--- config.mk ---
export PLATFORM = sky130hd
export DESIGN_NAME = msgpack_value_header_encoder
export DESIGN_NICKNAME = d
export VERILOG_FILES = /design/src/design/msgpk_pkg.sv /design/src/design/msgpack_value_header_encoder.sv /design/src/design/msgpk_classify.sv /design/src/design/msgpk_pack.sv /design/src/design/msgpk_serial.sv
export SDC_FILE = /design/constraint.sdc
export NUM_CORES = 1
export LEC_CHECK = 0
export BUFFER_PORTS_ARGS = -buffer_cell sky130_fd_sc_hd__buf_4
export CAP_MARGIN = 20
export CELL_PAD_IN_SITES_DETAIL_PLACEMENT = 0
export CELL_PAD_IN_SITES_GLOBAL_PLACEMENT = 1
export CORE_MARGIN = 2
export CORE_UTILIZATION = 48
export CTS_CLUSTER_SIZE = 10
export DETAILED_ROUTE_END_ITERATION = 16
export PLACE_DENSITY_LB_ADDON = 0.05
export REMOVE_ABC_BUFFERS = 1
export SYNTH_ARGS = -nofsm -noshare
export SYNTH_HDL_FRONTEND = slang
export SYNTH_SLANG_ARGS = --single-unit
--- constraint.sdc ---
create_clock -name clk_i -period 15.26 [get_ports clk_i]
set_clock_uncertainty 0.05 [all_clocks]
set_input_delay 3.052 -clock clk_i [delete_from_list [all_inputs] [get_ports clk_i]]
set_output_delay 3.052 -clock clk_i [all_outputs]
set_load 0.02 [all_outputs]
--- src/design/msgpk_pkg.sv ---
// ----------------------------------------------------------------------------
// msgpk_pkg
// Shared codes, tags and stage types for the MessagePack value header encoder.
// ----------------------------------------------------------------------------
package msgpk_pkg;

  // Item type codes on func_i
  localparam logic [3:0] FN_NIL   = 4'd0;
  localparam logic [3:0] FN_BOOL  = 4'd1;
  localparam logic [3:0] FN_UINT  = 4'd2;
  localparam logic [3:0] FN_SINT  = 4'd3;
  localparam logic [3:0] FN_F32   = 4'd4;
  localparam logic [3:0] FN_F64   = 4'd5;
  localparam logic [3:0] FN_STR   = 4'd6;
  localparam logic [3:0] FN_BIN   = 4'd7;
  localparam logic [3:0] FN_ARRAY = 4'd8;
  localparam logic [3:0] FN_MAP   = 4'd9;
  localparam logic [3:0] FN_TS    = 4'd10;
  localparam logic [3:0] FN_RAW   = 4'd11;

  // Format tags
  localparam logic [7:0] TAG_NIL    = 8'hC0;
  localparam logic [7:0] TAG_FALSE  = 8'hC2;
  localparam logic [7:0] TAG_TRUE   = 8'hC3;
  localparam logic [7:0] TAG_BIN8   = 8'hC4;
  localparam logic [7:0] TAG_BIN16  = 8'hC5;
  localparam logic [7:0] TAG_BIN32  = 8'hC6;
  localparam logic [7:0] TAG_EXT8   = 8'hC7;
  localparam logic [7:0] TAG_F32    = 8'hCA;
  localparam logic [7:0] TAG_F64    = 8'hCB;
  localparam logic [7:0] TAG_U8     = 8'hCC;
  localparam logic [7:0] TAG_U16    = 8'hCD;
  localparam logic [7:0] TAG_U32    = 8'hCE;
  localparam logic [7:0] TAG_U64    = 8'hCF;
  localparam logic [7:0] TAG_I8     = 8'hD0;
  localparam logic [7:0] TAG_I16    = 8'hD1;
  localparam logic [7:0] TAG_I32    = 8'hD2;
  localparam logic [7:0] TAG_I64    = 8'hD3;
  localparam logic [7:0] TAG_FIXEXT4 = 8'hD6;
  localparam logic [7:0] TAG_FIXEXT8 = 8'hD7;
  localparam logic [7:0] TAG_STR8   = 8'hD9;
  localparam logic [7:0] TAG_STR16  = 8'hDA;
  localparam logic [7:0] TAG_STR32  = 8'hDB;
  localparam logic [7:0] TAG_ARR16  = 8'hDC;
  localparam logic [7:0] TAG_ARR32  = 8'hDD;
  localparam logic [7:0] TAG_MAP16  = 8'hDE;
  localparam logic [7:0] TAG_MAP32  = 8'hDF;
  localparam logic [7:0] TAG_FIXSTR = 8'hA0;
  localparam logic [7:0] TAG_FIXARR = 8'h90;
  localparam logic [7:0] TAG_FIXMAP = 8'h80;
  localparam logic [7:0] TS_TYPE    = 8'hFF;
  localparam logic [7:0] TS96_LEN   = 8'h0C;

  // Longest encoding in bytes and the byte buffer width
  localparam int unsigned MaxBytes = 15;
  localparam int unsigned BufW     = MaxBytes * 8;

  // Range flags and fields after the classify stage
  typedef struct packed {
    logic [3:0]  func;
    logic [63:0] value;
    logic [31:0] ns;
    logic        u4;     // value < 16
    logic        u5;     // value < 32
    logic        u7;     // value < 128
    logic        u8;     // value fits 8 bits
    logic        u16;
    logic        u32;
    logic        s_fix;  // -32 .. 127
    logic        s8;
    logic        s16;
    logic        s32;
    logic        nz;
    logic        ts_small; // 32- or 64-bit timestamp form
    logic        ts_32;    // 32-bit timestamp form
  } msgpk_cls_t;

  // Packed encoding, left aligned
  typedef struct packed {
    logic [BufW-1:0] bytes;
    logic [3:0]      len;
    logic            err;
  } msgpk_enc_t;

endpackage

--- src/design/msgpack_value_header_encoder.sv ---
// ----------------------------------------------------------------------------
// msgpack_value_header_encoder
// The first byte of an item reaches the port after the classify, pack and
// shifter registers. Throughput: one item per cycle for one-byte encodings;
// an N-byte item (N up to 15) holds the output shifter, one byte per cycle.
// Reset clears the stage valid bits and the shifter count; the receiver
// cannot stall, so busy only reflects multi-byte items draining.
// ----------------------------------------------------------------------------
module msgpack_value_header_encoder (
  input  logic        clk_i,
  input  logic        rst_ni,
  input  logic        start,
  output logic        busy,
  input  logic [3:0]  func_i,
  input  logic [63:0] value_i,
  input  logic [31:0] nanoseconds_i,
  output logic        strobe_o,
  output logic [7:0]  out_byte_o,
  output logic        last_o,
  output logic        size_error_o
);
  import msgpk_pkg::*;

  logic       cls_valid, enc_valid;
  msgpk_cls_t cls;
  msgpk_enc_t enc;
  logic       ser_ready, enc_ready, cls_ready;

  // Stage enables: a stage advances when its successor has room
  assign enc_ready = !enc_valid || ser_ready;
  assign cls_ready = !cls_valid || enc_ready;
  assign busy      = !cls_ready;

  msgpk_classify u_classify (
    .clk_i         (clk_i),
    .rst_ni        (rst_ni),
    .en_i          (cls_ready),
    .valid_i       (start),
    .func_i        (func_i),
    .value_i       (value_i),
    .nanoseconds_i (nanoseconds_i),
    .valid_o       (cls_valid),
    .cls_o         (cls)
  );

  msgpk_pack u_pack (
    .clk_i   (clk_i),
    .rst_ni  (rst_ni),
    .en_i    (enc_ready),
    .valid_i (cls_valid),
    .cls_i   (cls),
    .valid_o (enc_valid),
    .enc_o   (enc)
  );

  msgpk_serial u_serial (
    .clk_i        (clk_i),
    .rst_ni       (rst_ni),
    .valid_i      (enc_valid),
    .enc_i        (enc),
    .ready_o      (ser_ready),
    .strobe_o     (strobe_o),
    .out_byte_o   (out_byte_o),
    .last_o       (last_o),
    .size_error_o (size_error_o)
  );

  // Checks
  a_last_strobe: assert property (@(posedge clk_i) disable iff (!rst_ni)
    last_o |-> strobe_o)
    else $error("last without strobe");

  a_err_single: assert property (@(posedge clk_i) disable iff (!rst_ni)
    size_error_o |-> (last_o && out_byte_o == 8'h00))
    else $error("size error not a lone zero byte");

  a_drain: assert property (@(posedge clk_i) disable iff (!rst_ni)
    (strobe_o && !last_o) |=> strobe_o)
    else $error("gap inside an encoding");

  a_busy_src: assert property (@(posedge clk_i) disable iff (!rst_ni)
    busy |-> (cls_valid && enc_valid && !ser_ready))
    else $error("busy with a free stage");

endmodule

--- src/design/msgpk_classify.sv ---
// ----------------------------------------------------------------------------
// msgpk_classify
// First stage: registers the item and its range flags.
// ----------------------------------------------------------------------------
module msgpk_classify (
  input  logic                 clk_i,
  input  logic                 rst_ni,
  input  logic                 en_i,
  input  logic                 valid_i,
  input  logic [3:0]           func_i,
  input  logic [63:0]          value_i,
  input  logic [31:0]          nanoseconds_i,
  output logic                 valid_o,
  output msgpk_pkg::msgpk_cls_t cls_o
);
  import msgpk_pkg::*;

  logic       valid_q;
  msgpk_cls_t cls_d, cls_q;

  // Range checks on the raw fields
  always_comb begin
    cls_d          = '0;
    cls_d.func     = func_i;
    cls_d.value    = value_i;
    cls_d.ns       = nanoseconds_i;
    cls_d.u4       = (value_i[63:4] == '0);
    cls_d.u5       = (value_i[63:5] == '0);
    cls_d.u7       = (value_i[63:7] == '0);
    cls_d.u8       = (value_i[63:8] == '0);
    cls_d.u16      = (value_i[63:16] == '0);
    cls_d.u32      = (value_i[63:32] == '0);
    cls_d.s_fix    = (value_i[63:7] == '0) || (value_i[63:5] == '1);
    cls_d.s8       = (value_i[63:7] == '0) || (value_i[63:7] == '1);
    cls_d.s16      = (value_i[63:15] == '0) || (value_i[63:15] == '1);
    cls_d.s32      = (value_i[63:31] == '0) || (value_i[63:31] == '1);
    cls_d.nz       = (value_i != '0);
    cls_d.ts_small = (value_i[63:34] == '0) && (nanoseconds_i[31:30] == '0);
    cls_d.ts_32    = (value_i[63:32] == '0) && (nanoseconds_i == '0);
  end

  always_ff @(posedge clk_i or negedge rst_ni) begin
    if (!rst_ni) begin
      valid_q <= 1'b0;
    end else if (en_i) begin
      valid_q <= valid_i;
    end
  end

  always_ff @(posedge clk_i) begin
    if (en_i && valid_i) begin
      cls_q <= cls_d;
    end
  end

  assign valid_o = valid_q;
  assign cls_o   = cls_q;

endmodule

--- src/design/msgpk_pack.sv ---
// ----------------------------------------------------------------------------
// msgpk_pack
// Second stage: selects the format and lays out the bytes left aligned.
// ----------------------------------------------------------------------------
module msgpk_pack (
  input  logic                  clk_i,
  input  logic                  rst_ni,
  input  logic                  en_i,
  input  logic                  valid_i,
  input  msgpk_pkg::msgpk_cls_t cls_i,
  output logic                  valid_o,
  output msgpk_pkg::msgpk_enc_t enc_o
);
  import msgpk_pkg::*;

  logic       valid_q;
  msgpk_enc_t enc_d, enc_q;
  logic [63:0] v;

  assign v = cls_i.value;

  // Format select
  always_comb begin
    enc_d = '0;
    unique case (cls_i.func)
      FN_NIL: begin
        enc_d.bytes[BufW-1 -: 8] = TAG_NIL;
        enc_d.len = 4'd1;
      end
      FN_BOOL: begin
        enc_d.bytes[BufW-1 -: 8] = cls_i.nz ? TAG_TRUE : TAG_FALSE;
        enc_d.len = 4'd1;
      end
      FN_UINT: begin
        if (cls_i.u7) begin
          enc_d.bytes[BufW-1 -: 8] = v[7:0];
          enc_d.len = 4'd1;
        end else if (cls_i.u8) begin
          enc_d.bytes[BufW-1 -: 16] = {TAG_U8, v[7:0]};
          enc_d.len = 4'd2;
        end else if (cls_i.u16) begin
          enc_d.bytes[BufW-1 -: 24] = {TAG_U16, v[15:0]};
          enc_d.len = 4'd3;
        end else if (cls_i.u32) begin
          enc_d.bytes[BufW-1 -: 40] = {TAG_U32, v[31:0]};
          enc_d.len = 4'd5;
        end else begin
          enc_d.bytes[BufW-1 -: 72] = {TAG_U64, v};
          enc_d.len = 4'd9;
        end
      end
      FN_SINT: begin
        if (cls_i.s_fix) begin
          enc_d.bytes[BufW-1 -: 8] = v[7:0];
          enc_d.len = 4'd1;
        end else if (cls_i.s8) begin
          enc_d.bytes[BufW-1 -: 16] = {TAG_I8, v[7:0]};
          enc_d.len = 4'd2;
        end else if (cls_i.s16) begin
          enc_d.bytes[BufW-1 -: 24] = {TAG_I16, v[15:0]};
          enc_d.len = 4'd3;
        end else if (cls_i.s32) begin
          enc_d.bytes[BufW-1 -: 40] = {TAG_I32, v[31:0]};
          enc_d.len = 4'd5;
        end else begin
          enc_d.bytes[BufW-1 -: 72] = {TAG_I64, v};
          enc_d.len = 4'd9;
        end
      end
      FN_F32: begin
        enc_d.bytes[BufW-1 -: 40] = {TAG_F32, v[31:0]};
        enc_d.len = 4'd5;
      end
      FN_F64: begin
        enc_d.bytes[BufW-1 -: 72] = {TAG_F64, v};
        enc_d.len = 4'd9;
      end
      FN_STR: begin
        if (cls_i.u5) begin
          enc_d.bytes[BufW-1 -: 8] = TAG_FIXSTR | v[7:0];
          enc_d.len = 4'd1;
        end else if (cls_i.u8) begin
          enc_d.bytes[BufW-1 -: 16] = {TAG_STR8, v[7:0]};
          enc_d.len = 4'd2;
        end else if (cls_i.u16) begin
          enc_d.bytes[BufW-1 -: 24] = {TAG_STR16, v[15:0]};
          enc_d.len = 4'd3;
        end else if (cls_i.u32) begin
          enc_d.bytes[BufW-1 -: 40] = {TAG_STR32, v[31:0]};
          enc_d.len = 4'd5;
        end else begin
          enc_d.len = 4'd1;
          enc_d.err = 1'b1;
        end
      end
      FN_BIN: begin
        if (cls_i.u8) begin
          enc_d.bytes[BufW-1 -: 16] = {TAG_BIN8, v[7:0]};
          enc_d.len = 4'd2;
        end else if (cls_i.u16) begin
          enc_d.bytes[BufW-1 -: 24] = {TAG_BIN16, v[15:0]};
          enc_d.len = 4'd3;
        end else if (cls_i.u32) begin
          enc_d.bytes[BufW-1 -: 40] = {TAG_BIN32, v[31:0]};
          enc_d.len = 4'd5;
        end else begin
          enc_d.len = 4'd1;
          enc_d.err = 1'b1;
        end
      end
      FN_ARRAY, FN_MAP: begin
        if (cls_i.u4) begin
          enc_d.bytes[BufW-1 -: 8] =
            ((cls_i.func == FN_MAP) ? TAG_FIXMAP : TAG_FIXARR) | v[7:0];
          enc_d.len = 4'd1;
        end else if (cls_i.u16) begin
          enc_d.bytes[BufW-1 -: 24] =
            {(cls_i.func == FN_MAP) ? TAG_MAP16 : TAG_ARR16, v[15:0]};
          enc_d.len = 4'd3;
        end else if (cls_i.u32) begin
          enc_d.bytes[BufW-1 -: 40] =
            {(cls_i.func == FN_MAP) ? TAG_MAP32 : TAG_ARR32, v[31:0]};
          enc_d.len = 4'd5;
        end else begin
          enc_d.len = 4'd1;
          enc_d.err = 1'b1;
        end
      end
      FN_TS: begin
        if (cls_i.ts_small && cls_i.ts_32) begin
          enc_d.bytes[BufW-1 -: 48] = {TAG_FIXEXT4, TS_TYPE, v[31:0]};
          enc_d.len = 4'd6;
        end else if (cls_i.ts_small) begin
          enc_d.bytes[BufW-1 -: 80] = {TAG_FIXEXT8, TS_TYPE, cls_i.ns[29:0], v[33:0]};
          enc_d.len = 4'd10;
        end else begin
          enc_d.bytes = {TAG_EXT8, TS96_LEN, TS_TYPE, v, cls_i.ns};
          enc_d.len = 4'd15;
        end
      end
      FN_RAW: begin
        enc_d.bytes[BufW-1 -: 8] = v[7:0];
        enc_d.len = 4'd1;
      end
      default: begin
        // unused codes give no result
        enc_d.len = 4'd0;
      end
    endcase
  end

  always_ff @(posedge clk_i or negedge rst_ni) begin
    if (!rst_ni) begin
      valid_q <= 1'b0;
    end else if (en_i) begin
      valid_q <= valid_i;
    end
  end

  always_ff @(posedge clk_i) begin
    if (en_i && valid_i) begin
      enc_q <= enc_d;
    end
  end

  assign valid_o = valid_q;
  assign enc_o   = enc_q;

endmodule

--- src/design/msgpk_serial.sv ---
// ----------------------------------------------------------------------------
// msgpk_serial
// Third stage: shifts the encoded bytes out, one per cycle, first byte first.
// ----------------------------------------------------------------------------
module msgpk_serial (
  input  logic                  clk_i,
  input  logic                  rst_ni,
  input  logic                  valid_i,
  input  msgpk_pkg::msgpk_enc_t enc_i,
  output logic                  ready_o,
  output logic                  strobe_o,
  output logic [7:0]            out_byte_o,
  output logic                  last_o,
  output logic                  size_error_o
);
  import msgpk_pkg::*;

  logic [3:0]      count_q;
  logic [BufW-1:0] buf_q;
  logic            err_q;

  // free once the final byte is on the port
  assign ready_o = (count_q <= 4'd1);

  always_ff @(posedge clk_i or negedge rst_ni) begin
    if (!rst_ni) begin
      count_q <= 4'd0;
    end else if (ready_o) begin
      count_q <= valid_i ? enc_i.len : 4'd0;
    end else begin
      count_q <= count_q - 4'd1;
    end
  end

  // byte buffer and error flag
  always_ff @(posedge clk_i) begin
    if (ready_o) begin
      buf_q <= enc_i.bytes;
      err_q <= enc_i.err;
    end else begin
      buf_q <= {buf_q[BufW-9:0], 8'h00};
    end
  end

  assign strobe_o     = (count_q != 4'd0);
  assign out_byte_o   = buf_q[BufW-1 -: 8];
  assign last_o       = (count_q == 4'd1);
  assign size_error_o = strobe_o && err_q;

endmodule
==> results.txt, run 1 <==
----------------------------------------------------
[Timing]
  Worst Tran Pin Value ... 1030 ps
  Final hold violation count ... 0
  Tcrit/Tclk final ... 37.1%
  Final Setup Violations ... 0
  Fmax ... 0.177 GHz
  Max-slew violations ... 0
  Time the worst path needs with I/O delays and setup ... approximately 5700 ps
  Unrepaired setup endpoints after global routing ... no
  Relative max-transition margin ... 30.9%
  Final worst setup slack ... approximately 9600 ps
  Final TNS setup ... 0 ps

[Global route]
  Met1 capacity usage during global routing ... 38.3%
  Number of antenna violations at the first check in global routing ... 1
  Busiest metal layer after global routing ... met2
  GR met3 Demand/Resource ... 5.29%
  Via count of the first global-routing pass ... 10.8k
  Met2 usage ... 41.3%
  Maximum number of pins on one net before global-route repair ... 76
  Global router's overall resource usage ... a little over a quarter
  First-pass GRT wire length ... 67.3 mm
  Overflow left after global routing ... 0

[Setup path]
  Kind of end point of the critical path ... primary output
  Worst Setup Path Type ... flop to primary output
  Crit path arrival time ... 2560 ps
  Crit path max-delay cell type ... sky130_fd_sc_hd__buf_4
  Critical path fanouts, max ... 75
  CP peak stage delay ... approximately 660 ps
  CP Cell Sequence ... inv_1 > ha_1 > o21ai_4 > buf_4 > nand3_1 > inv_1 > buf_4
  Critical path required time ... 12160 ps
  Kind of start point of the critical path ... flop

[Final layout]
  Fraction of layout instances using a drive strength above 1 ... 13.7%
  Area of the multi-input gates ... between 4000 and 5000 um^2
  Sequential standard cell area ... 9730 um^2
  Filler Cell Count ... 2748
  Synth-to-Final Area Change ... 15.8%
  Layout Nets ... 1570
  Final non-filler cell total ... roughly 1.9k
  Non-Filler Cell Area, Final ... ~18000 um^2

[Synthesis]
  Number of flip-flops and latches in the synthesized netlist ... 365
  Distinct cell type count of the synthesized netlist ... 63
  Leading post-synthesis cells by instance count ... sky130_fd_sc_hd__nand2_1 (381), sky130_fd_sc_hd__edfxtp_1 (239), sky130_fd_sc_hd__dfxtp_1 (120)
  Area share of the leading cell type in the synthesized netlist ... roughly 47%
  Post-synthesis cell count ... between 1k and 1.5k
  Top cells by area in the synthesized netlist ... sky130_fd_sc_hd__edfxtp_1 (47%), sky130_fd_sc_hd__dfxtp_1 (16%), sky130_fd_sc_hd__nand2_1 (9.4%)
  Proportion of register bits with asynchronous set or reset after synthesis ... between 1.5 and 2%
  Most used flip-flop cell after synthesis ... sky130_fd_sc_hd__edfxtp_1
  Average cell area after synthesis ... 11.0 um^2
  Sequential-to-total area share from yosys stat ... a little under two thirds
  Post-synthesis cell type with the largest combined area ... sky130_fd_sc_hd__edfxtp_1
  Cell with the most instances after synthesis ... sky130_fd_sc_hd__nand2_1
  Synthesized cell area ... 15300 um^2
  EDFF count, synth ... 239
  Yosys warns ... 0

[CTS]
  Total number of H-tree levels ... 2
  Insertion delay of the later-clocked pin in the worst-skew pair ... around 550 ps
  Setup repair bufs after CTS ... 0
  Buffer depth of the longest clock path ... 3
  Cts hold-fix bufs ... 0
  Library cell used as clock root buffer ... sky130_fd_sc_hd__clkbuf_16
  TritonCTS clock tree ... yes
  Clock Sinks ... 365
  Clock Pin Slew Worst Setup and Hold Paths ... 60 ps
  Number of gates resized after cts ... 0
  Clock buffer count from CTS ... 43

[Floorplanning]
  Initial Utilization ... 48.6%
  DIE AREA ... 33200 um^2
  Number of placement rows ... 65
  # IOs ... 115
  Total core area ... 31400 um^2
  Die width ... 182 um
  Chip Height ... roughly 180 um

[Place]
  Standard cell area after detailed placement ... 16400 um^2
  Count of placed standard cells including taps ... 1821
  Placed wire-length estimate ... 30.0 mm
  Place WS ... 9670 ps
  Final weighted congestion in routability-driven placement ... 0.923
  Port Buffers ... between 100 and 150

[Routing]
  Via density per instance ... 5.89
  Average wire length per cell after detail routing ... 23.3 um
  Drt total wl ... 44.3 mm
  Number of DRC markers after the initial detailed-route iteration ... 1401
  Total iterations of the first detailed-routing run ... 10
  Post-route ant nets ... 0
  Total number of vias ... 11.2k
  Number of remaining DRC errors ... 0

[Outcome]
  Result of the run ... completed

[Power and ir drop]
  Power density relative to cell area ... roughly 200 nW/um^2
  Maximum ir drop on the vdd rail ... 0.0973 mV
  Total design power ... 3.45 mW
  Leak ... between 7 and 8 nW

[Flow run]
  Max Cap Violations ... 0

[Hold path]
  Hold/Removal Path Class ... flop to flop

----------------------------------------------------
==> layout make-up <==
cell class / instances / area share [%]
Inverter: 38 / 0.821
Clock buffer: 76 / 7.14
Sequential cell: 365 / 55.0
Timing Repair Buffer: 132 / 5.59
Multi-Input combinational cell: 884 / 28.2
Antenna cell: 1 / 0.0142
Tap cell: 402 / 2.85
Clock inverter: 3 / 0.311
==> cell usage in the layout (no fill, tap or decap), types with 3 or more instances in the layout <==
cell,n
sky130_fd_sc_hd__nand2_1,381
sky130_fd_sc_hd__ha_1,3
sky130_fd_sc_hd__nor4_2,4
sky130_fd_sc_hd__a21oi_1,40
sky130_fd_sc_hd__dfrtp_1,6
sky130_fd_sc_hd__nor3_1,15
sky130_fd_sc_hd__inv_1,35
sky130_fd_sc_hd__nor4_1,22
sky130_fd_sc_hd__dfxtp_1,120
sky130_fd_sc_hd__edfxtp_1,239
sky130_fd_sc_hd__or4_1,4
sky130_fd_sc_hd__a22o_1,9
sky130_fd_sc_hd__nand4_1,20
sky130_fd_sc_hd__mux2i_1,57
sky130_fd_sc_hd__a21o_1,6
sky130_fd_sc_hd__a211oi_1,21
sky130_fd_sc_hd__nand2b_1,10
sky130_fd_sc_hd__a222oi_1,25
sky130_fd_sc_hd__or3_1,3
sky130_fd_sc_hd__a31oi_1,4
sky130_fd_sc_hd__a221oi_1,17
sky130_fd_sc_hd__nand3_1,4
sky130_fd_sc_hd__a22oi_1,16
sky130_fd_sc_hd__and2_1,51
sky130_fd_sc_hd__nor2_1,57
sky130_fd_sc_hd__o221ai_1,3
sky130_fd_sc_hd__a221o_1,22
sky130_fd_sc_hd__o21ai_0,45
sky130_fd_sc_hd__clkbuf_1,29
sky130_fd_sc_hd__nor2b_1,6
sky130_fd_sc_hd__buf_4,131
sky130_fd_sc_hd__clkbuf_16,45
sky130_fd_sc_hd__or2_2,3
==> critical path: cells and delay by family (launching register included) <==
family,cells,cell delay [ps]
AOI/OAI and AO/OA,1,150
adders and majority gates,1,260
buffers and inverters,4,980
DFF,1,390
and+or+nand+nor,1,240
==> logic make-up (layout without fill, tap and decap cells) <==
kind of cell	count (synthesis)	in the layout	synth area share (%)
flip-flops	365	365	63.8
XOR/XNOR	1	1	0.0574
AO/OA/AOI/OAI	226	226	10.8
other	0	1	0
multiplexers	57	57	3.74
AND/OR/NAND/NOR	597	597	17.6
buffers and inverters	143	249	3.81
adder cells (fa/ha/maj)	3	3	0.246
==> where the power goes <==
group          internal [mW]  switching, mW  total, mW
registers               1.46          0.219       1.68
logic                  0.263          0.540      0.803
clock network          0.576          0.387      0.963
total                   2.30           1.15       3.45
==> routing by layer <==
metal	share of wire (%)	wire [um]	vias up
met3	8.2	3650	99
met1	43	19200	5415
met5	0	0	-
met4	4.0	1760	0
li1	-	-	5150
met2	45	19800	535
==> path summary, 6_finish.rpt <==
path / cells after the start / end / startpoint / slack, ps
worst min register to register: 2 / u_serial.buf_q[56] / u_serial.buf_q[48] / 360
worst max register to register: 5 / u_pack.enc_o[100] / u_classify.cls_o[110] / 11640
worst max-delay path: 7 / busy / u_serial.count_q[0] / 9600
max in group asynchronous: 1 / u_serial.count_q[1] / rst_ni / 12790
min in group asynchronous: 1 / u_serial.count_q[2] / rst_ni / 2260
worst min-delay path: 2 / u_serial.buf_q[56] / u_serial.buf_q[48] / 360
==> metrics by stage <==
| stage | hold WS (ps) | utilization, % |
|---|---|---|
| 2_1_floorplan | 349 | - |
| 3_3_place_gp | 352 | 52.1 |
| 3_5_place_dp | 355 | 52.1 |
| 4_1_cts | 367 | 56.3 |
| 5_1_grt | 379 | 56.3 |
| 6_report | 365 | 56.3 |
==> sequential cells by signal, indices dropped and copies added (netlist names) <==
register,cells
u_classify.cls_o,113
u_classify.valid_o,1
u_pack.enc_o,125
u_pack.valid_o,1
u_serial.buf_q,120
u_serial.count_q,4
u_serial.err_q,1
No activity file was read; power rests on OpenSTA's default activity.
==> run 2, diff against run 1 <==
--- a/config.mk
+++ b/config.mk
@@ -10,7 +10,7 @@
 export CELL_PAD_IN_SITES_DETAIL_PLACEMENT = 0
 export CELL_PAD_IN_SITES_GLOBAL_PLACEMENT = 1
 export CORE_MARGIN = 2
-export CORE_UTILIZATION = 48
+export CORE_UTILIZATION = 43
 export CTS_CLUSTER_SIZE = 10
 export DETAILED_ROUTE_END_ITERATION = 16
 export PLACE_DENSITY_LB_ADDON = 0.05
==> constraint.sdc (replaced) <==
create_clock -name clk_i -period 4.9 [get_ports clk_i]
set_clock_uncertainty 0.05 [all_clocks]
set_input_delay 0.98 -clock clk_i [delete_from_list [all_inputs] [get_ports clk_i]]
set_output_delay 0.98 -clock clk_i [all_outputs]
set_load 0.02 [all_outputs]
==> run 2 against run 1 <==
Effect of this change:
- sequential power rose to 3.1 times the previous value
- combinational power grew to 3.2 times the previous value
- core utilization is 5.1 points lower
- highest routed layer unchanged
- critical path type unchanged
- clock-buffer cell count shrank 1
==> results.txt, run 2 (synthesized netlist as in run 1, its figures left out) <==
----------------------------------------------------
[Final layout]
  Leading cell type in the layout, fill and taps excluded ... sky130_fd_sc_hd__nand2_1 (unchanged)
  Highest-count cells in the layout ignoring fill and taps ... sky130_fd_sc_hd__nand2_1 (381), sky130_fd_sc_hd__edfxtp_1 (239), sky130_fd_sc_hd__buf_4 (135) (was sky130_fd_sc_hd__nand2_1 (381), sky130_fd_sc_hd__edfxtp_1 (239), sky130_fd_sc_hd__buf_4 (131))
  Synth-to-Final Area Change ... 16.5% (was 15.8%)
  Non-Filler Cell Area, Final ... 17800 um^2 (was 17700 um^2)
  Filler Cell Count ... 3178 (was 2748)
  Flip-flop count of the largest register after layout ... 125 (unchanged)
  Layout Nets ... 1577 (was 1570)
  Fraction of layout instances using a drive strength above 1 ... 14.0% (was 13.7%)

[Flow run]
  Max Cap Violations ... 0 (unchanged)

[Setup path]
  Critical path required time ... 3870 ps (was 12160 ps)
  Kind of end point of the critical path ... primary output (unchanged)
  Startpoint of the lowest-slack register-to-register path ... u_classify.cls_o[110] (unchanged)
  Kind of start point of the critical path ... flop (unchanged)
  R2R Setup Slk ... 1640 ps (was 11640 ps)
  End of the worst register-to-register path ... u_pack.enc_o[100] (unchanged)
  Worst Setup Path Type ... flop to primary output (unchanged)
  Critical path fanouts, max ... 23 (was 75)
  Cells on worst reg2reg path ... 6 (was 5)
  Crit path arrival time ... 2410 ps (was 2560 ps)

[Routing]
  Total iterations of the first detailed-routing run ... 9 (was 10)
  Average wire length per cell after detail routing ... 23.8 um (was 23.3 um)
  Post-route ant nets ... 0 (unchanged)
  Number of DRC markers after the initial detailed-route iteration ... 1266 (was 1401)
  Drt total wl ... 46.6 mm (was 44.3 mm)
  Via density per instance ... 5.70 (was 5.89)
  Number of remaining DRC errors ... 0 (unchanged)
  Total number of vias ... 11.2k (about the same)

[CTS]
  Cts hold-fix bufs ... 0 (unchanged)
  Insertion delay of the later-clocked pin in the worst-skew pair ... 570 ps (was 550 ps)
  Clock Sinks ... 365 (unchanged)
  Library cell used as clock root buffer ... sky130_fd_sc_hd__clkbuf_16 (unchanged)
  Clock Pin Slew Worst Setup and Hold Paths ... 60 ps (about the same)
  TritonCTS clock tree ... yes (unchanged)
  Total number of H-tree levels ... 2 (unchanged)
  Clock buffer count from CTS ... 43 (unchanged)
  Setup repair bufs after CTS ... 0 (unchanged)
  Number of gates resized after cts ... 0 (unchanged)
  Buffer depth of the longest clock path ... 3 (unchanged)

[Floorplanning]
  DIE AREA ... 37000 um^2 (was 33200 um^2)
  Die width ... 192 um (was 182 um)
  # IOs ... 115 (unchanged)
  Chip Height ... 192 um (was 182 um)
  Number of placement rows ... 68 (was 65)
  Initial Utilization ... 44.0% (was 48.6%)
  Total core area ... 34700 um^2 (was 31400 um^2)

[Power and ir drop]
  Maximum ir drop on the vdd rail ... 0.519 mV (was 0.0973 mV)
  Power density relative to cell area ... 604 nW/um^2 (was 195 nW/um^2)
  Total design power ... 10.7 mW (was 3.45 mW)
  Leak ... 7.14 nW (was 7.13 nW)

[Place]
  Final weighted congestion in routability-driven placement ... 0.948 (was 0.923)
  Placed wire-length estimate ... 31.5 mm (was 30.0 mm)
  Standard cell area after detailed placement ... 16500 um^2 (was 16400 um^2)
  Port Buffers ... 114 (unchanged)

[Timing]
  Relative max-transition margin ... 33.4% (was 30.9%)
  Worst Tran Pin Value ... 996 ps (was 1030 ps)
  Worst hold-check slack ... 171 ps (was 365 ps)
  Max-slew violations ... 0 (unchanged)
  Final TNS setup ... 0 ps (unchanged)
  Fmax ... a little under 0.3 GHz
  Final hold violation count ... 0 (unchanged)
  Final Setup Violations ... 0 (unchanged)
  Unrepaired setup endpoints after global routing ... no (unchanged)
  Time the worst path needs with I/O delays and setup ... approximately 3400 ps
  Tcrit/Tclk final ... a little over two thirds

[Global route]
  First-pass GRT wire length ... 69.0 mm (was 67.3 mm)
  Number of antenna violations at the first check in global routing ... 0 (was 1)
  Global router's overall resource usage ... 25.6% (was 27.1%)
  Overflow left after global routing ... 0 (unchanged)
  Via count of the first global-routing pass ... 10.7k (was 10.8k)
  Maximum number of pins on one net before global-route repair ... 101 (was 76)

[Hold path]
  Hold/Removal Path Class ... primary input to async pin (was flop to flop)

[Outcome]
  Result of the run ... completed (unchanged)

----------------------------------------------------
[run 2: changes by cell type in the layout (fill, tap and decap cells not counted)]
cell and delta:
sky130_fd_sc_hd__buf_12 +3, sky130_fd_sc_hd__inv_6 +1, sky130_fd_sc_hd__diode_2 +1, sky130_fd_sc_hd__o31ai_2 -1, sky130_fd_sc_hd__bufinv_16 -1, sky130_fd_sc_hd__o31ai_1 +1, sky130_fd_sc_hd__buf_4 +4, sky130_fd_sc_hd__clkbuf_16 -2
sky130_fd_sc_hd__clkbuf_8 +1
[run 2: layout make-up]
cell class / instances / area [um^2] / share of cell area [%]
Inverter: 38 / 145 / 0.817
Clock inverter: 3 / 33.8 / 0.190
Clock buffer: 75 / 1230 / 6.90
Multi-Input combinational cell: 884 / 4990 / 28.1
Antenna cell: 2 / 5.00 / 0.0282
Timing Repair Buffer: 139 / 1080 / 6.07
Tap cell: 455 / 569 / 3.20
Sequential cell: 365 / 9730 / 54.7
[run 2: per-layer routing]
metal | track usage, % | vias up | wire (um)
li1 | - | 5163 | -
met1 | 37.6 | 5462 | 21300
met2 | 39.1 | 465 | 20800
met3 | 3.62 | 80 | 3200
met4 | 8.46 | 0 | 1270
met5 | 0 | - | 0
[run 2: metrics by stage]
| stage | setup slack [ps] | util [%] | std cells |
|---|---|---|---|
| after global placement | 1390 | 47.5 | 1880 |
| after floorplan | -10880 | - | 1287 |
| final | 1460 | 51.2 | 1961 |
| after global routing | 1280 | 51.2 | 1959 |
| after CTS | 1440 | 51.2 | 1959 |
| after detailed placement | 1380 | 47.6 | 1881 |
[run 2: power breakdown]
| group | total, mW | internal [mW] | leakage (nW) | switching, mW |
|---|---|---|---|---|
| clock network | 2.91 | 1.69 | 0.604 | 1.22 |
| logic | 2.58 | 0.858 | 3.26 | 1.72 |
| registers | 5.24 | 4.56 | 3.28 | 0.686 |
| total | 10.7 | 7.11 | 7.14 | 3.63 |
[run 2: how the worst max path moves through the flow]
stage                         from                   to  slack, ps  cells after the start
4_1_cts        u_serial.count_q[0]                 busy       1440                      6
3_3_place_gp           value_i[58]  u_classify.cls_o[2]       1390                      6
2_1_floorplan  u_serial.count_q[0]      u_pack.enc_o[0]     -10880                      4
5_1_grt        u_serial.count_q[0]                 busy       1280                      6
6_report       u_serial.count_q[0]                 busy       1460                      6
3_5_place_dp           value_i[58]  u_classify.cls_o[2]       1380                      6
[run 2: critical path, stage by stage (launching register included)]
cell and delay [ps]:
sky130_fd_sc_hd__dfrtp_1 400, sky130_fd_sc_hd__inv_1 80, sky130_fd_sc_hd__ha_1 250, sky130_fd_sc_hd__o21ai_4 660
sky130_fd_sc_hd__nand3_1 220, sky130_fd_sc_hd__inv_1 100, sky130_fd_sc_hd__buf_4 140
==> run 3, diff against run 2 <==
--- a/config.mk
+++ b/config.mk
@@ -10,7 +10,7 @@
 export CELL_PAD_IN_SITES_DETAIL_PLACEMENT = 0
 export CELL_PAD_IN_SITES_GLOBAL_PLACEMENT = 1
 export CORE_MARGIN = 2
-export CORE_UTILIZATION = 43
+export CORE_UTILIZATION = 48
 export CTS_CLUSTER_SIZE = 10
 export DETAILED_ROUTE_END_ITERATION = 16
 export PLACE_DENSITY_LB_ADDON = 0.05
==> constraint.sdc (replaced) <==
create_clock -name clk_i -period 3.53 [get_ports clk_i]
set_clock_uncertainty 0.05 [all_clocks]
set_input_delay 0.706 -clock clk_i [delete_from_list [all_inputs] [get_ports clk_i]]
set_output_delay 0.706 -clock clk_i [all_outputs]
set_load 0.02 [all_outputs]
==> run 3 against run 2 <==
Effect of this change:
- core utilization grew 5.7 points
- critical path depth stayed put
- first-iteration DRC count is 23% higher
- via count rose by 0.18%
- clock-buffer cell count decreased by 2
- combinational power is 43% higher
- global-route usage grew 1.5 points
- total power up 38%
- flip-flop and latch count unchanged
- critical path type unchanged
- largest power group unchanged
==> results.txt, run 3 (synthesized netlist as in run 1, its figures left out) <==
----------------------------------------------------
[Outcome]
  Result of the run ... completed (unchanged)

[Setup path]
  Worst path buffer plus inverter count ... 3 (unchanged)
  CP Cell Sequence ... inv_1 > ha_1 > o21ai_4 > nand3_1 > inv_1 > buf_4 (unchanged)
  Crit path arrival time ... 1920 ps (was 2410 ps)
  End of the worst register-to-register path ... u_pack.enc_o[106] (was u_pack.enc_o[100])
  Kind of end point of the critical path ... primary output (unchanged)
  Critical path required time ... 2770 ps (was 3870 ps)
  Kind of start point of the critical path ... flop (unchanged)
  R2R Setup Slk ... 860 ps (was 1640 ps)
  Most frequent CP cell ... sky130_fd_sc_hd__inv_1 (unchanged)
  Beginning of the critical path ... u_serial.count_q[0] (unchanged)
  Worst setup path endpoint ... busy (unchanged)
  Startpoint of the lowest-slack register-to-register path ... u_classify.cls_o[111] (was u_classify.cls_o[110])
  Cells on worst reg2reg path ... 7 (was 6)
  Total number of cells along the worst setup path ... 6 (unchanged)
  Critical path fanouts, max ... 6 (was 23)
  Worst Setup Path Type ... flop to primary output (unchanged)
  Crit path max-delay cell type ... sky130_fd_sc_hd__dfrtp_1 (was sky130_fd_sc_hd__o21ai_4)
  CP peak stage delay ... 390 ps (was 660 ps)
  Critical path's top delay family ... flip-flops (was compound AO/OA/AOI/OAI gates)

[Power and ir drop]
  Part of the total power dissipated in sequential elements ... 48.6% (was 48.8%)
  Maximum ir drop on the vdd rail ... 0.389 mV (was 0.519 mV)
  Part of the power in combinational logic ... 24.8% (was 24.0%)
  Leak ... 7.23 nW (was 7.14 nW)
  Cell-internal power ... 9.88 mW (was 7.11 mW)
  Total design power ... 14.8 mW (was 10.7 mW)
  Power density relative to cell area ... 831 nW/um^2 (was 604 nW/um^2)
  Clk network pwr share ... 26.5% (was 27.2%)
  Fraction of power spent switching nets ... 33.4% (was 33.8%)
  Net switching power ... 4.96 mW (was 3.63 mW)

[Floorplanning]
  Die width ... 182 um (was 192 um)
  Total core area ... 31400 um^2 (was 34700 um^2)
  Number of placement rows ... 65 (was 68)
  Chip Height ... 182 um (was 192 um)
  Initial Utilization ... 48.6% (was 44.0%)
  # IOs ... 115 (unchanged)
  DIE AREA ... 33200 um^2 (was 37000 um^2)

[Routing]
  Number of DRC markers after the initial detailed-route iteration ... 1558 (was 1266)
  Drt total wl ... 44.7 mm (was 46.6 mm)
  Number of remaining DRC errors ... 0 (unchanged)
  Post-route ant nets ... 0 (unchanged)
  Average wire length per cell after detail routing ... 23.2 um (was 23.8 um)
  Via density per instance ... 5.81 (was 5.70)
  Total number of vias ... 11.2k (about the same)
  Total iterations of the first detailed-routing run ... 9 (unchanged)

[Timing]
  Worst Tran Pin Value ... 951 ps (was 996 ps)
  Relative max-transition margin ... 36.4% (was 33.4%)
  Final TNS setup ... 0 ps (unchanged)
  Max-slew violations ... 0 (unchanged)
  Final hold violation count ... 0 (unchanged)
  Final Setup Violations ... 0 (unchanged)
  Time the worst path needs with I/O delays and setup ... 2670 ps
  Final worst setup slack ... 856 ps (was 1460 ps)
  Fmax ... 0.374 GHz
  Tcrit/Tclk final ... 75.8%
  Unrepaired setup endpoints after global routing ... no (unchanged)

[CTS]
  TritonCTS clock tree ... yes (unchanged)
  Clock buffer count from CTS ... 43 (unchanged)
  Number of gates resized after cts ... 0 (unchanged)
  Clock Sinks ... 365 (unchanged)
  Total number of H-tree levels ... 2 (unchanged)
  Setup repair bufs after CTS ... 0 (unchanged)
  Insertion delay of the later-clocked pin in the worst-skew pair ... 530 ps (was 570 ps)
  Clock Pin Slew Worst Setup and Hold Paths ... 60 ps (about the same)
  Buffer depth of the longest clock path ... 3 (unchanged)
  Library cell used as clock root buffer ... sky130_fd_sc_hd__clkbuf_16 (unchanged)

[Final layout]
  Highest-count cells in the layout ignoring fill and taps ... sky130_fd_sc_hd__nand2_1 (381), sky130_fd_sc_hd__edfxtp_1 (239), sky130_fd_sc_hd__buf_4 (155) (was sky130_fd_sc_hd__nand2_1 (381), sky130_fd_sc_hd__edfxtp_1 (239), sky130_fd_sc_hd__buf_4 (135))
  Layout Nets ... 1598 (was 1577)
  Final Core Density ... 56.9% (was 51.2%)
  Flip-flop count of the largest register after layout ... 125 (unchanged)
  Leading cell type in the layout, fill and taps excluded ... sky130_fd_sc_hd__nand2_1 (unchanged)
  Final non-filler cell total ... 1927 (was 1961)
  Fraction of layout instances using a drive strength above 1 ... 15.0% (was 14.0%)
  Synth-to-Final Area Change ... 17.0% (was 16.5%)

[Place]
  Place WS ... 333 ps (was 1380 ps)
  Final weighted congestion in routability-driven placement ... 0.920 (was 0.948)
  Port Buffers ... 114 (unchanged)
  Placed wire-length estimate ... 30.7 mm (was 31.5 mm)
  Count of placed standard cells including taps ... 1848 (was 1881)

[Global route]
  Met1 capacity usage during global routing ... 38.3% (was 37.6%)
  Overflow left after global routing ... 0 (unchanged)
  GR met3 Demand/Resource ... 4.67% (was 3.62%)
  Via count of the first global-routing pass ... 10.8k (was 10.7k)
  Met2 usage ... 41.8% (was 39.1%)
  Global router's overall resource usage ... 27.1% (was 25.6%)
  First-pass GRT wire length ... 67.1 mm (was 69.0 mm)
  Maximum number of pins on one net before global-route repair ... 86 (was 101)
  Number of antenna violations at the first check in global routing ... 2 (was 0)
  Busiest metal layer after global routing ... met2 (unchanged)

[Hold path]
  Hold/Removal Path Class ... primary input to flop (was primary input to async pin)

[Flow run]
  Max Cap Violations ... 0 (unchanged)

----------------------------------------------------
==> run 3: cell count changes in the layout (fill, tap and decap cells not counted), sizes merged <==
cell,change
clkinv,+1
clkbuf,-2
buf,+20
dlygate4sd3,+1
inv,-1
==> run 3: worst min path at each step <==
stage | start | end | slack, ps | cells past startpoint
2_1_floorplan | u_serial.buf_q[92] | u_serial.buf_q[100] | 350 | 2
3_3_place_gp | u_pack.enc_o[0] | u_serial.err_q | 350 | 0
3_5_place_dp | u_serial.buf_q[52] | u_serial.buf_q[60] | 360 | 2
4_1_cts | nanoseconds_i[27] | u_classify.cls_o[40] | 290 | 1
5_1_grt | func_i[3] | u_classify.cls_o[112] | 290 | 1
6_report | func_i[1] | u_classify.cls_o[110] | 300 | 1
==> run 3: worst register-to-register path: stages, from the launching register on <==
cell and delay (ps):
sky130_fd_sc_hd__edfxtp_1 790, sky130_fd_sc_hd__clkinv_1 460, sky130_fd_sc_hd__nand4_1 210, sky130_fd_sc_hd__buf_4 200
sky130_fd_sc_hd__nor3_2 50, sky130_fd_sc_hd__buf_4 190, sky130_fd_sc_hd__a221oi_1 360, sky130_fd_sc_hd__nand2_1 90
==> run 3: repair_timing <==
item	CTS	global route
hold endpoints to repair	6	0
hold buffers	1	0
setup endpoints to repair	0	0
==> run 3: stage by stage <==
stage	instance area [um^2]	hold WS, ps
global placement	16600	351
CTS	17800	288
floorplan	14800	349
detailed placement	16600	355
finish	17800	304
global route	17800	291
==> run 3: power groups by stage <==
stage	clock network [mW]	logic (mW)	registers, mW
final	3.94	3.68	7.22
after global routing	4.19	4.10	7.34
after CTS	4.01	3.70	7.20
after detailed placement	0	3.68	7.27
after global placement	0	3.66	7.26
after floorplan	0	2.10	6.83
==> run 3: per-layer routing <==
layer,share of wire [%],vias up
met3,7.5,86
met1,44,5432
met5,0,-
met4,3.9,0
li1,-,5196
met2,45,476
==> run 3: layout make-up <==
| type | instances | area [um^2] |
|---|---|---|
| Inverter | 38 | 145 |
| Clock buffer | 73 | 1210 |
| Sequential cell | 365 | 9730 |
| Clock inverter | 3 | 17.5 |
| Antenna cell | 2 | 5.00 |
| Fill cell | 2696 | 13500 |
| Tap cell | 402 | 503 |
| Multi-Input combinational cell | 884 | 4990 |
| Timing Repair Buffer | 160 | 1250 |
